[src/rtl/kut_pkg.sv]
// Shared constants, types and helper functions of the slot take unit.
// No dependencies.
package kut_pkg;

  localparam int STORE_BYTES = 1024;
  localparam int BLOCK_SLOTS = 1024;
  localparam int TOTAL_SLOTS = STORE_BYTES * 4;
  localparam int NUM_BLOCKS  = (TOTAL_SLOTS + BLOCK_SLOTS - 1) / BLOCK_SLOTS;
  localparam int BLOCK_BYTES = BLOCK_SLOTS / 4;

  localparam int ADDR_W = 10;
  localparam int BLK_W  = 2;
  localparam int BB_W   = 8;
  localparam int CNT_W  = 11;
  localparam int SLOT_W = 12;
  localparam int SC_W   = 13;

  localparam logic [1:0] FUNC_LOAD     = 2'd0;
  localparam logic [1:0] FUNC_TAKE_VAL = 2'd1;
  localparam logic [1:0] FUNC_TAKE_IDX = 2'd2;

  localparam logic [7:0] VALUE_MASK = 8'h55;

  typedef struct packed {
    logic clr;
    logic cap;
    logic cfg_wr;
    logic ld_wr;
    logic sel;
    logic walk;
    logic rc_acc;
    logic ptr_inc;
  } kut_cmd_t;

  typedef struct packed {
    logic in_range;
    logic hit;
    logic block_end;
    logic sweep_end;
    logic clr_end;
  } kut_sts_t;

  function automatic logic [3:0] used_mask(input logic [7:0] b);
    used_mask = {b[7], b[5], b[3], b[1]};
  endfunction

  // Slots of a byte that lie below the valid slot count.
  function automatic logic [3:0] valid_mask(input logic [ADDR_W-1:0] a,
                                            input logic [SC_W-1:0] n);
    logic [SC_W-1:0] s;
    valid_mask = '0;
    for (int p = 0; p < 4; p++) begin
      s = {1'b0, a, 2'(p)};
      valid_mask[p] = (s < n);
    end
  endfunction

  function automatic logic [2:0] pop4(input logic [3:0] m);
    pop4 = 3'({2'b0, m[0]}) + 3'({2'b0, m[1]}) + 3'({2'b0, m[2]}) + 3'({2'b0, m[3]});
  endfunction

endpackage

[src/rtl/kut_ctrl.sv]
// Controller state machine: sequences loads, takes, the block recount and the clearing pass after reset.
// Depends on kut_pkg.
module kut_ctrl (
  input  logic              clk,
  input  logic              rst_n,
  input  logic              start,
  input  logic [1:0]        in_func,
  input  logic              cfg_valid,
  input  kut_pkg::kut_sts_t sts,
  output kut_pkg::kut_cmd_t cmd,
  output logic              busy,
  output logic              cfg_ready
);
  import kut_pkg::*;

  localparam logic [3:0] S_IDLE    = 4'd0;
  localparam logic [3:0] S_LD_RD   = 4'd1;
  localparam logic [3:0] S_LD_WR   = 4'd2;
  localparam logic [3:0] S_TK_SEL  = 4'd3;
  localparam logic [3:0] S_TK_FILL = 4'd4;
  localparam logic [3:0] S_WALK    = 4'd5;
  localparam logic [3:0] S_RC_FILL = 4'd6;
  localparam logic [3:0] S_RC      = 4'd7;
  localparam logic [3:0] S_CLR     = 4'd8;

  logic [3:0] state_r, state_nxt;

  assign busy      = (state_r != S_IDLE);
  assign cfg_ready = (state_r == S_IDLE) && !start;

  always_comb begin
    state_nxt = state_r;
    cmd       = '0;
    unique case (state_r)
      S_IDLE: begin
        if (cfg_valid && !start) begin
          cmd.cfg_wr = 1'b1;
          state_nxt  = S_RC_FILL;
        end else if (start) begin
          cmd.cap = 1'b1;
          if (in_func == FUNC_LOAD) begin
            state_nxt = S_LD_RD;
          end else if (in_func == FUNC_TAKE_VAL || in_func == FUNC_TAKE_IDX) begin
            state_nxt = S_TK_SEL;
          end
        end
      end
      S_LD_RD: begin
        state_nxt = S_LD_WR;
      end
      S_LD_WR: begin
        cmd.ld_wr = 1'b1;
        state_nxt = S_IDLE;
      end
      S_TK_SEL: begin
        cmd.sel   = 1'b1;
        state_nxt = sts.in_range ? S_TK_FILL : S_IDLE;
      end
      S_TK_FILL: begin
        cmd.ptr_inc = 1'b1;
        state_nxt   = S_WALK;
      end
      S_WALK: begin
        cmd.walk    = 1'b1;
        cmd.ptr_inc = 1'b1;
        if (sts.hit || sts.block_end) begin
          state_nxt = S_IDLE;
        end
      end
      S_RC_FILL: begin
        cmd.ptr_inc = 1'b1;
        state_nxt   = S_RC;
      end
      S_RC: begin
        cmd.rc_acc  = 1'b1;
        cmd.ptr_inc = 1'b1;
        if (sts.sweep_end) begin
          state_nxt = S_IDLE;
        end
      end
      S_CLR: begin
        cmd.clr     = 1'b1;
        cmd.ptr_inc = 1'b1;
        if (sts.clr_end) begin
          state_nxt = S_IDLE;
        end
      end
      default: begin
        state_nxt = S_IDLE;
      end
    endcase
  end

  always_ff @(posedge clk) begin
    if (!rst_n) begin
      state_r <= S_CLR;
    end else begin
      state_r <= state_nxt;
    end
  end

endmodule

[config.mk]
export PLATFORM = sky130hd
export DESIGN_NAME = kut_ctrl
export DESIGN_NICKNAME = d
export VERILOG_FILES = /design/src/rtl/kut_pkg.sv /design/src/rtl/kut_ctrl.sv
export SDC_FILE = /design/constraint.sdc
export NUM_CORES = 1
export LEC_CHECK = 0
export BUFFER_PORTS_ARGS = -buffer_cell sky130_fd_sc_hd__buf_2
export CAP_MARGIN = 20
export CORE_AREA = 4 4 41 43
export CTS_BUF_LIST = sky130_fd_sc_hd__clkbuf_16
export DETAILED_ROUTE_END_ITERATION = 8
export DIE_AREA = 0 0 45 47
export GPL_TIMING_DRIVEN = 0
export PLACE_DENSITY_LB_ADDON = 0.05
export SYNTH_ARGS = -nofsm -noshare
export SYNTH_HDL_FRONTEND = slang
export SYNTH_SLANG_ARGS = --single-unit
[constraint.sdc]
create_clock -name clk -period 1.77 [get_ports clk]
set_input_delay 0.354 -clock clk [delete_from_list [all_inputs] [get_ports clk]]
set_output_delay 0.354 -clock clk [all_outputs]
set_load 0.02 [all_outputs]
==> results of run 1 <==
cells in the mapped netlist:
cell,number
a21oi_1,1
a32oi_1,1
and3_1,1
and3b_1,1
buf_2,3
clkbuf_1,1
dfxtp_1,4
inv_1,4
mux2i_1,1
nand2_1,3
nand2b_1,4
nand4b_1,1
nor2_1,5
nor2b_1,2
nor3_1,4
nor3_4,1
nor3b_1,1
nor4_1,1
o21a_1,2
o21ai_0,2
o21ai_1,1
o21bai_1,1
o22ai_1,1
o311a_1,1
power breakdown:
part           leakage, nW  internal [mW]  switching, mW  total, mW
registers           0.0329         0.0981        0.00127     0.0993
logic                0.192         0.0532         0.0805      0.134
clock network       0.0370          0.288         0.0572      0.345
total                0.262          0.439          0.139      0.578
critical path: cells and delay by family (launching register included):
family | cells | cell delay [ns]
buffers and inverters | 2 | 0.33
DFF | 1 | 0.28
and+or+nand+nor | 3 | 0.48
cell usage in the layout (no fill, tap or decap), drive strengths merged, types with 2 or more instances in the layout:
| master | Yosys | layout |
|---|---|---|
| nor3 | 5 | 5 |
| inv | 4 | 4 |
| o21a | 2 | 2 |
| nor2b | 2 | 2 |
| o21ai | 3 | 3 |
| buf | 3 | 23 |
| nand2 | 3 | 3 |
| clkbuf | 1 | 4 |
| dfxtp | 4 | 4 |
| nor2 | 5 | 5 |
| nand2b | 4 | 4 |
layout make-up:
class	count	area, um2	area share [%]
flip-flops and latches	4	80.1	15.2
plain buffers	4	18.8	3.56
multi-input cells	35	219	41.6
well taps	15	18.8	3.56
repair buffers	20	100	19.0
clock buffers	3	75.1	14.3
inverters	4	15.0	2.85
per-layer routing:
layer	up-vias	part of all wire, %
li1	211	-
met1	163	46
met2	18	42
met3	0	12
met4	0	0
met5	-	0
how the worst max path moves through the flow:
| stage | from | to | slack (ns) | cells past startpoint |
|---|---|---|---|---|
| 6_report | state_r[2] | cmd[5] | 0.1 | 5 |
| 5_1_grt | state_r[2] | cmd[6] | 0.006 | 5 |
| 4_1_cts | state_r[2] | cmd[5] | 0.08 | 5 |
| 3_5_place_dp | state_r[2] | cmd[5] | 0.33 | 5 |
| 3_3_place_gp | state_r[2] | cmd[5] | 0.33 | 5 |
| 2_1_floorplan | state_r[2] | cmd[5] | 0.22 | 4 |
metrics by stage:
| stage | hold slack [ns] | cells | worst slack (ns) | power, mW |
|---|---|---|---|---|
| after detailed placement | 0.555 | 82 | 0.330 | 0.235 |
| after floorplan | 0.430 | 47 | 0.222 | 0.192 |
| after CTS | 0.325 | 85 | 0.0829 | 0.587 |
| after global placement | 0.553 | 82 | 0.326 | 0.235 |
| final | 0.324 | 85 | 0.0981 | 0.578 |
| after global routing | 0.322 | 85 | 0.00576 | 0.612 |
cell families after synthesis:
| kind of cell | Yosys count | share of synthesized area, % |
|---|---|---|
| AND/OR/NAND/NOR | 24 | 42.5 |
| multiplexers | 1 | 3.01 |
| buffers and inverters | 8 | 10.1 |
| flip-flops | 4 | 24.1 |
| AO/OA/AOI/OAI | 10 | 20.3 |
==> impl_results.md, run 1 <==
* Layout Nets at 83
* Post_cts resized at 0
* Cells after Synth at 47
* Setup bufs post-CTS at 0
* R2R setup slack at 0.47 ns
* Worst-path clk slew at 0.03 ns
* Avg Inst Size Synth at 7.08 um2
* Cell count of the worst hold path at 2
* Leakage power at 0.262 nW
* Max reg flops at 4
* Critical Path RT at 1.42 ns
* Initial core utilization at 25.6%
* Longest Clk Path Bufs at 2
* R2r worst-path depth at 5
* Final min period at 1.67 ns
* Ranking of synthesized cells by area: dfxtp_1 24%, nand2b_1 7.5%, nor3_1 6.0%, nor2_1 5.6%, nor3_4 4.9%
* RePlAce Congestion at 0.623
* Endpoints failing setup at 0
* Final number of hold-violating endpoints at 0
* Distinct cells, synth at 24
* Synthesis-to-finish area growth at 58.3%
* Residual DRC count at 0
* Die X-Extent at 45 um
* Grt peak-use layer: met2
* Reg2reg start: state_r[3]
* WHS Endpoint: state_r[3]
* Synthesis Warnings at 0
* Hold path start: sts[0]
* Critical Path AT at 1.32 ns
* Fillers at 151
* Standard-cell rows at 13
* Gr ovfl total at 0
* Hold-fix buffers, CTS at 0
* Max VDD drop at 0.625 mV
* Post-synthesis sequential area ratio at 24.1%
* Critical path class: reg2out
* Synthesized net count at 58
* Final core occ at 40.5%
* Startpoint types: register
* Share of the synthesized area in the top cell type at 24.1%
* Final Cell Area at 527 um2
* Buffers on Ports at 20
* Overall Global Routing Usage at 9.73%
* Largest net degree at the start of global routing at 10
* WL final at 922 um
* Top reg by flops: state_r
* Vias at 392
* Initial antenna violation count at 0
* Max Fclk at 598 MHz
* DRT iter0 DRCs at 6
* Status: complete, no violations
* Final Max Tran Viols at 0
* Die Y at 47 um
* Worst-Margin Slew at 0.347 ns
* # diodes at 0
* H-tree lvl count at 1
* Half-perimeter wire length after placement at 727 um
* Largest area contributor in the netlist: dfxtp_1
* Fin Setup TNS at 0 ns
* Yosys reg bits at 4
* Clock tree sinks at 4
* Die area at 0.00212 mm2
* Clock Skew at 0.00135 ns
* Worst-Skew Late Latency at 0.22 ns
* Floorplan Core Area at 0.00130 mm2
* Pre-antenna DRT Iters at 4
* Biggest regs: state_r x4
* CTS buffer count at 3
* Type of element capturing the critical path: output pin
* I/O pin cnt at 21
* Peak fanout along the critical path at 9
* CTS tree: done
* Layout cells sized above 1 at 38.6%
* Drt via density at 4.61
* Worst r2r dst: state_r[0]
* Number of global-route vias before repair at 345
* GRT met1 Usage at 11.9%
* Fin crit share at 94.5%
* Global Route met3 Usage at 6.13%
* Routed Antenna Nets at 0
* Most used cell, CP: buf_2
* RSZ-0062 raised after global routing: false
* Hold WC Path Type: in2reg
* Worst-path cell chain: buf_2 > nor3_4 > nand2b_1 > nor2_1 > buf_2
* Slew HR at 76.9%
* CP max-delay cell: dfxtp_1
* First-pass GRT wire length at 1440 um
* WL/cell at 10.8 um
* Routing usage on met2 at 13.8%
* Root Driver: clkbuf_16
* # Max-Cap Violations at 0
* Netlist Area Pre-Place at 333 um2
* Power Density at 1100 mW/mm2
* Post-DP Area at 452 um2
* Critical Path Max Stage Delay at 0.28 ns
Power figures use the tool's default switching activity.
==> run 2: changes to the inputs <==
--- a/config.mk
+++ b/config.mk
@@ -13,6 +13,7 @@
 export DIE_AREA = 0 0 45 47
 export GPL_TIMING_DRIVEN = 0
 export PLACE_DENSITY_LB_ADDON = 0.05
+export REMOVE_ABC_BUFFERS = 1
 export SYNTH_ARGS = -nofsm -noshare
 export SYNTH_HDL_FRONTEND = slang
 export SYNTH_SLANG_ARGS = --single-unit
==> run 2 against run 1 <==
Cell area is 3.6% lower. Hold slack worse by 0.0011 ns. Combinational power is 18% lower. Count of clock-buffer cells in the layout stayed put. Wire length is 7.5% lower. Die area stayed put. Core utilization is 1.4 points lower. Sequential power is 18% higher. First-iteration DRC count stayed put. Largest cell class unchanged. Largest power group unchanged.
==> impl_results.md, run 2 (same netlist as run 1, synthesis figures left out) <==
* Status: complete, no violations
* Slew HR at 75.3%
* Largest net degree at the start of global routing at 10
* Max reg flops at 4
* Hold slack at 0.323 ns
* Type of element capturing the critical path: output pin
* Pre-antenna DRT Iters at 3
* Critical path class: reg2out
* Max VDD drop at 0.731 mV
* Critical Path Max Stage Delay at 0.53 ns
* Cell family with most CP delay: flip-flops
* Die area at 0.00212 mm2
* Final min period at 1.64 ns
* Final number of hold-violating endpoints at 0
* Inst Count DP at 78
* Final Worst Setup Slack at 0.125 ns
* First-pass GRT wire length at 1360 um
* Top reg by flops: state_r
* Critical Path RT at 1.42 ns
* P_int at 0.435 mW
* Clock Skew at 0.000595 ns
* Setup bufs post-CTS at 0
* Final core occ at 39.0%
* I/O pin cnt at 21
* Worst-path cell chain: nand2b_1 > nor3b_1 > buf_2
* Worst-path clk slew at 0.03 ns
* RePlAce Congestion at 0.644
* Worst-Margin Slew at 0.370 ns
* CTS tree: done
* Overall Global Routing Usage at 8.77%
* # diodes at 0
* WL final at 853 um
* CTS buffer count at 3
* DRT iter0 DRCs at 6
* Gr ovfl total at 0
* CP max-delay cell: dfxtp_1
* Final Cell Area at 508 um2
* Layout Cells excl Fill at 81
* Buffers on Ports at 20
* Die Y at 47 um
* Fin crit share at 92.9%
* Total power at 0.570 mW
* Biggest regs: state_r x4
* Post_cts resized at 0
* Fin Setup TNS at 0 ns
* Initial core utilization at 25.6%
* WL/cell at 10.5 um
* Hold-fix buffers, CTS at 0
* Critical Path AT at 1.29 ns
* Max Fclk at 608 MHz
* # Max-Cap Violations at 0
* Hold WC Path Type: in2reg
* Routed Antenna Nets at 0
* Worst path bufs/invs at 1
* Synthesis-to-finish area growth at 52.6%
* Sequential share of power at 20.5%
* Standard-cell rows at 13
* Endpoints failing setup at 0
* Root Driver: clkbuf_16
* Combinational Power Share at 19.2%
* Floorplan Core Area at 0.00130 mm2
* Drt via density at 4.43
* Clock Power Share at 60.3%
* Worst-Skew Late Latency at 0.22 ns
* Setup slack at placement at 0.345 ns
* Vias at 359
* Number of global-route vias before repair at 329
* Power Density at 1120 mW/mm2
* RSZ-0062 raised after global routing: false
* Final Max Tran Viols at 0
* Initial antenna violation count at 0
* H-tree lvl count at 1
* Commonest non-fill, non-tap cell in the layout: buf_2
* Startpoint types: register
* Most frequent cells in the layout: 20 x buf_2, 5 x nor2_1
* Leakage power at 0.245 nW
* Peak fanout along the critical path at 9
* Residual DRC count at 0
* Longest Clk Path Bufs at 2
* Switching Share at 23.7%
* Layout Nets at 79
* Die X-Extent at 45 um
* Layout cells sized above 1 at 36.4%
* Psw at 0.135 mW
* Clock tree sinks at 4
* Half-perimeter wire length after placement at 691 um
* Post-DP Area at 433 um2
==> run 2: worst register-to-register path, cell delays in order (launching register included) <==
cell and delay, ns:
dfxtp_1 0.39, nor3_4 0.24, o22ai_1 0.12, and3b_1 0.18
o21a_1 0.16
==> run 2: path summary, 6_finish.rpt <==
kind,end,startpoint,slack [ns],depth (start not counted)
min,state_r[3],sts[0],0.32,2
max,cmd[3],state_r[1],0.13,3
min reg2reg,state_r[3],state_r[3],0.63,2
max reg2reg,state_r[0],state_r[2],0.56,4
==> run 2: metal layers <==
layer	part of all wire, %	global-route usage (%)	vias to the layer above
li1	-	-	202
met1	51	12.0	144
met2	39	11.6	13
met3	9.8	3.07	0
met4	0	5.26	0
met5	0	0	-
==> run 2: power groups by stage <==
stage	Clock, mW	Combinational, mW	Sequential [mW]
after CTS	0.348	0.111	0.117
after global routing	0.355	0.121	0.120
final	0.344	0.110	0.117
after floorplan	0	0.0738	0.114
after global placement	0	0.111	0.120
after detailed placement	0	0.111	0.118
==> run 2: cell type report <==
cell class	count	area, um2
Timing Repair Buffer	20	100
Multi-Input combinational cell	35	219
Inverter	4	15.0
Tap cell	15	18.8
Fill cell	146	793
Clock buffer	3	75.1
Sequential cell	4	80.1
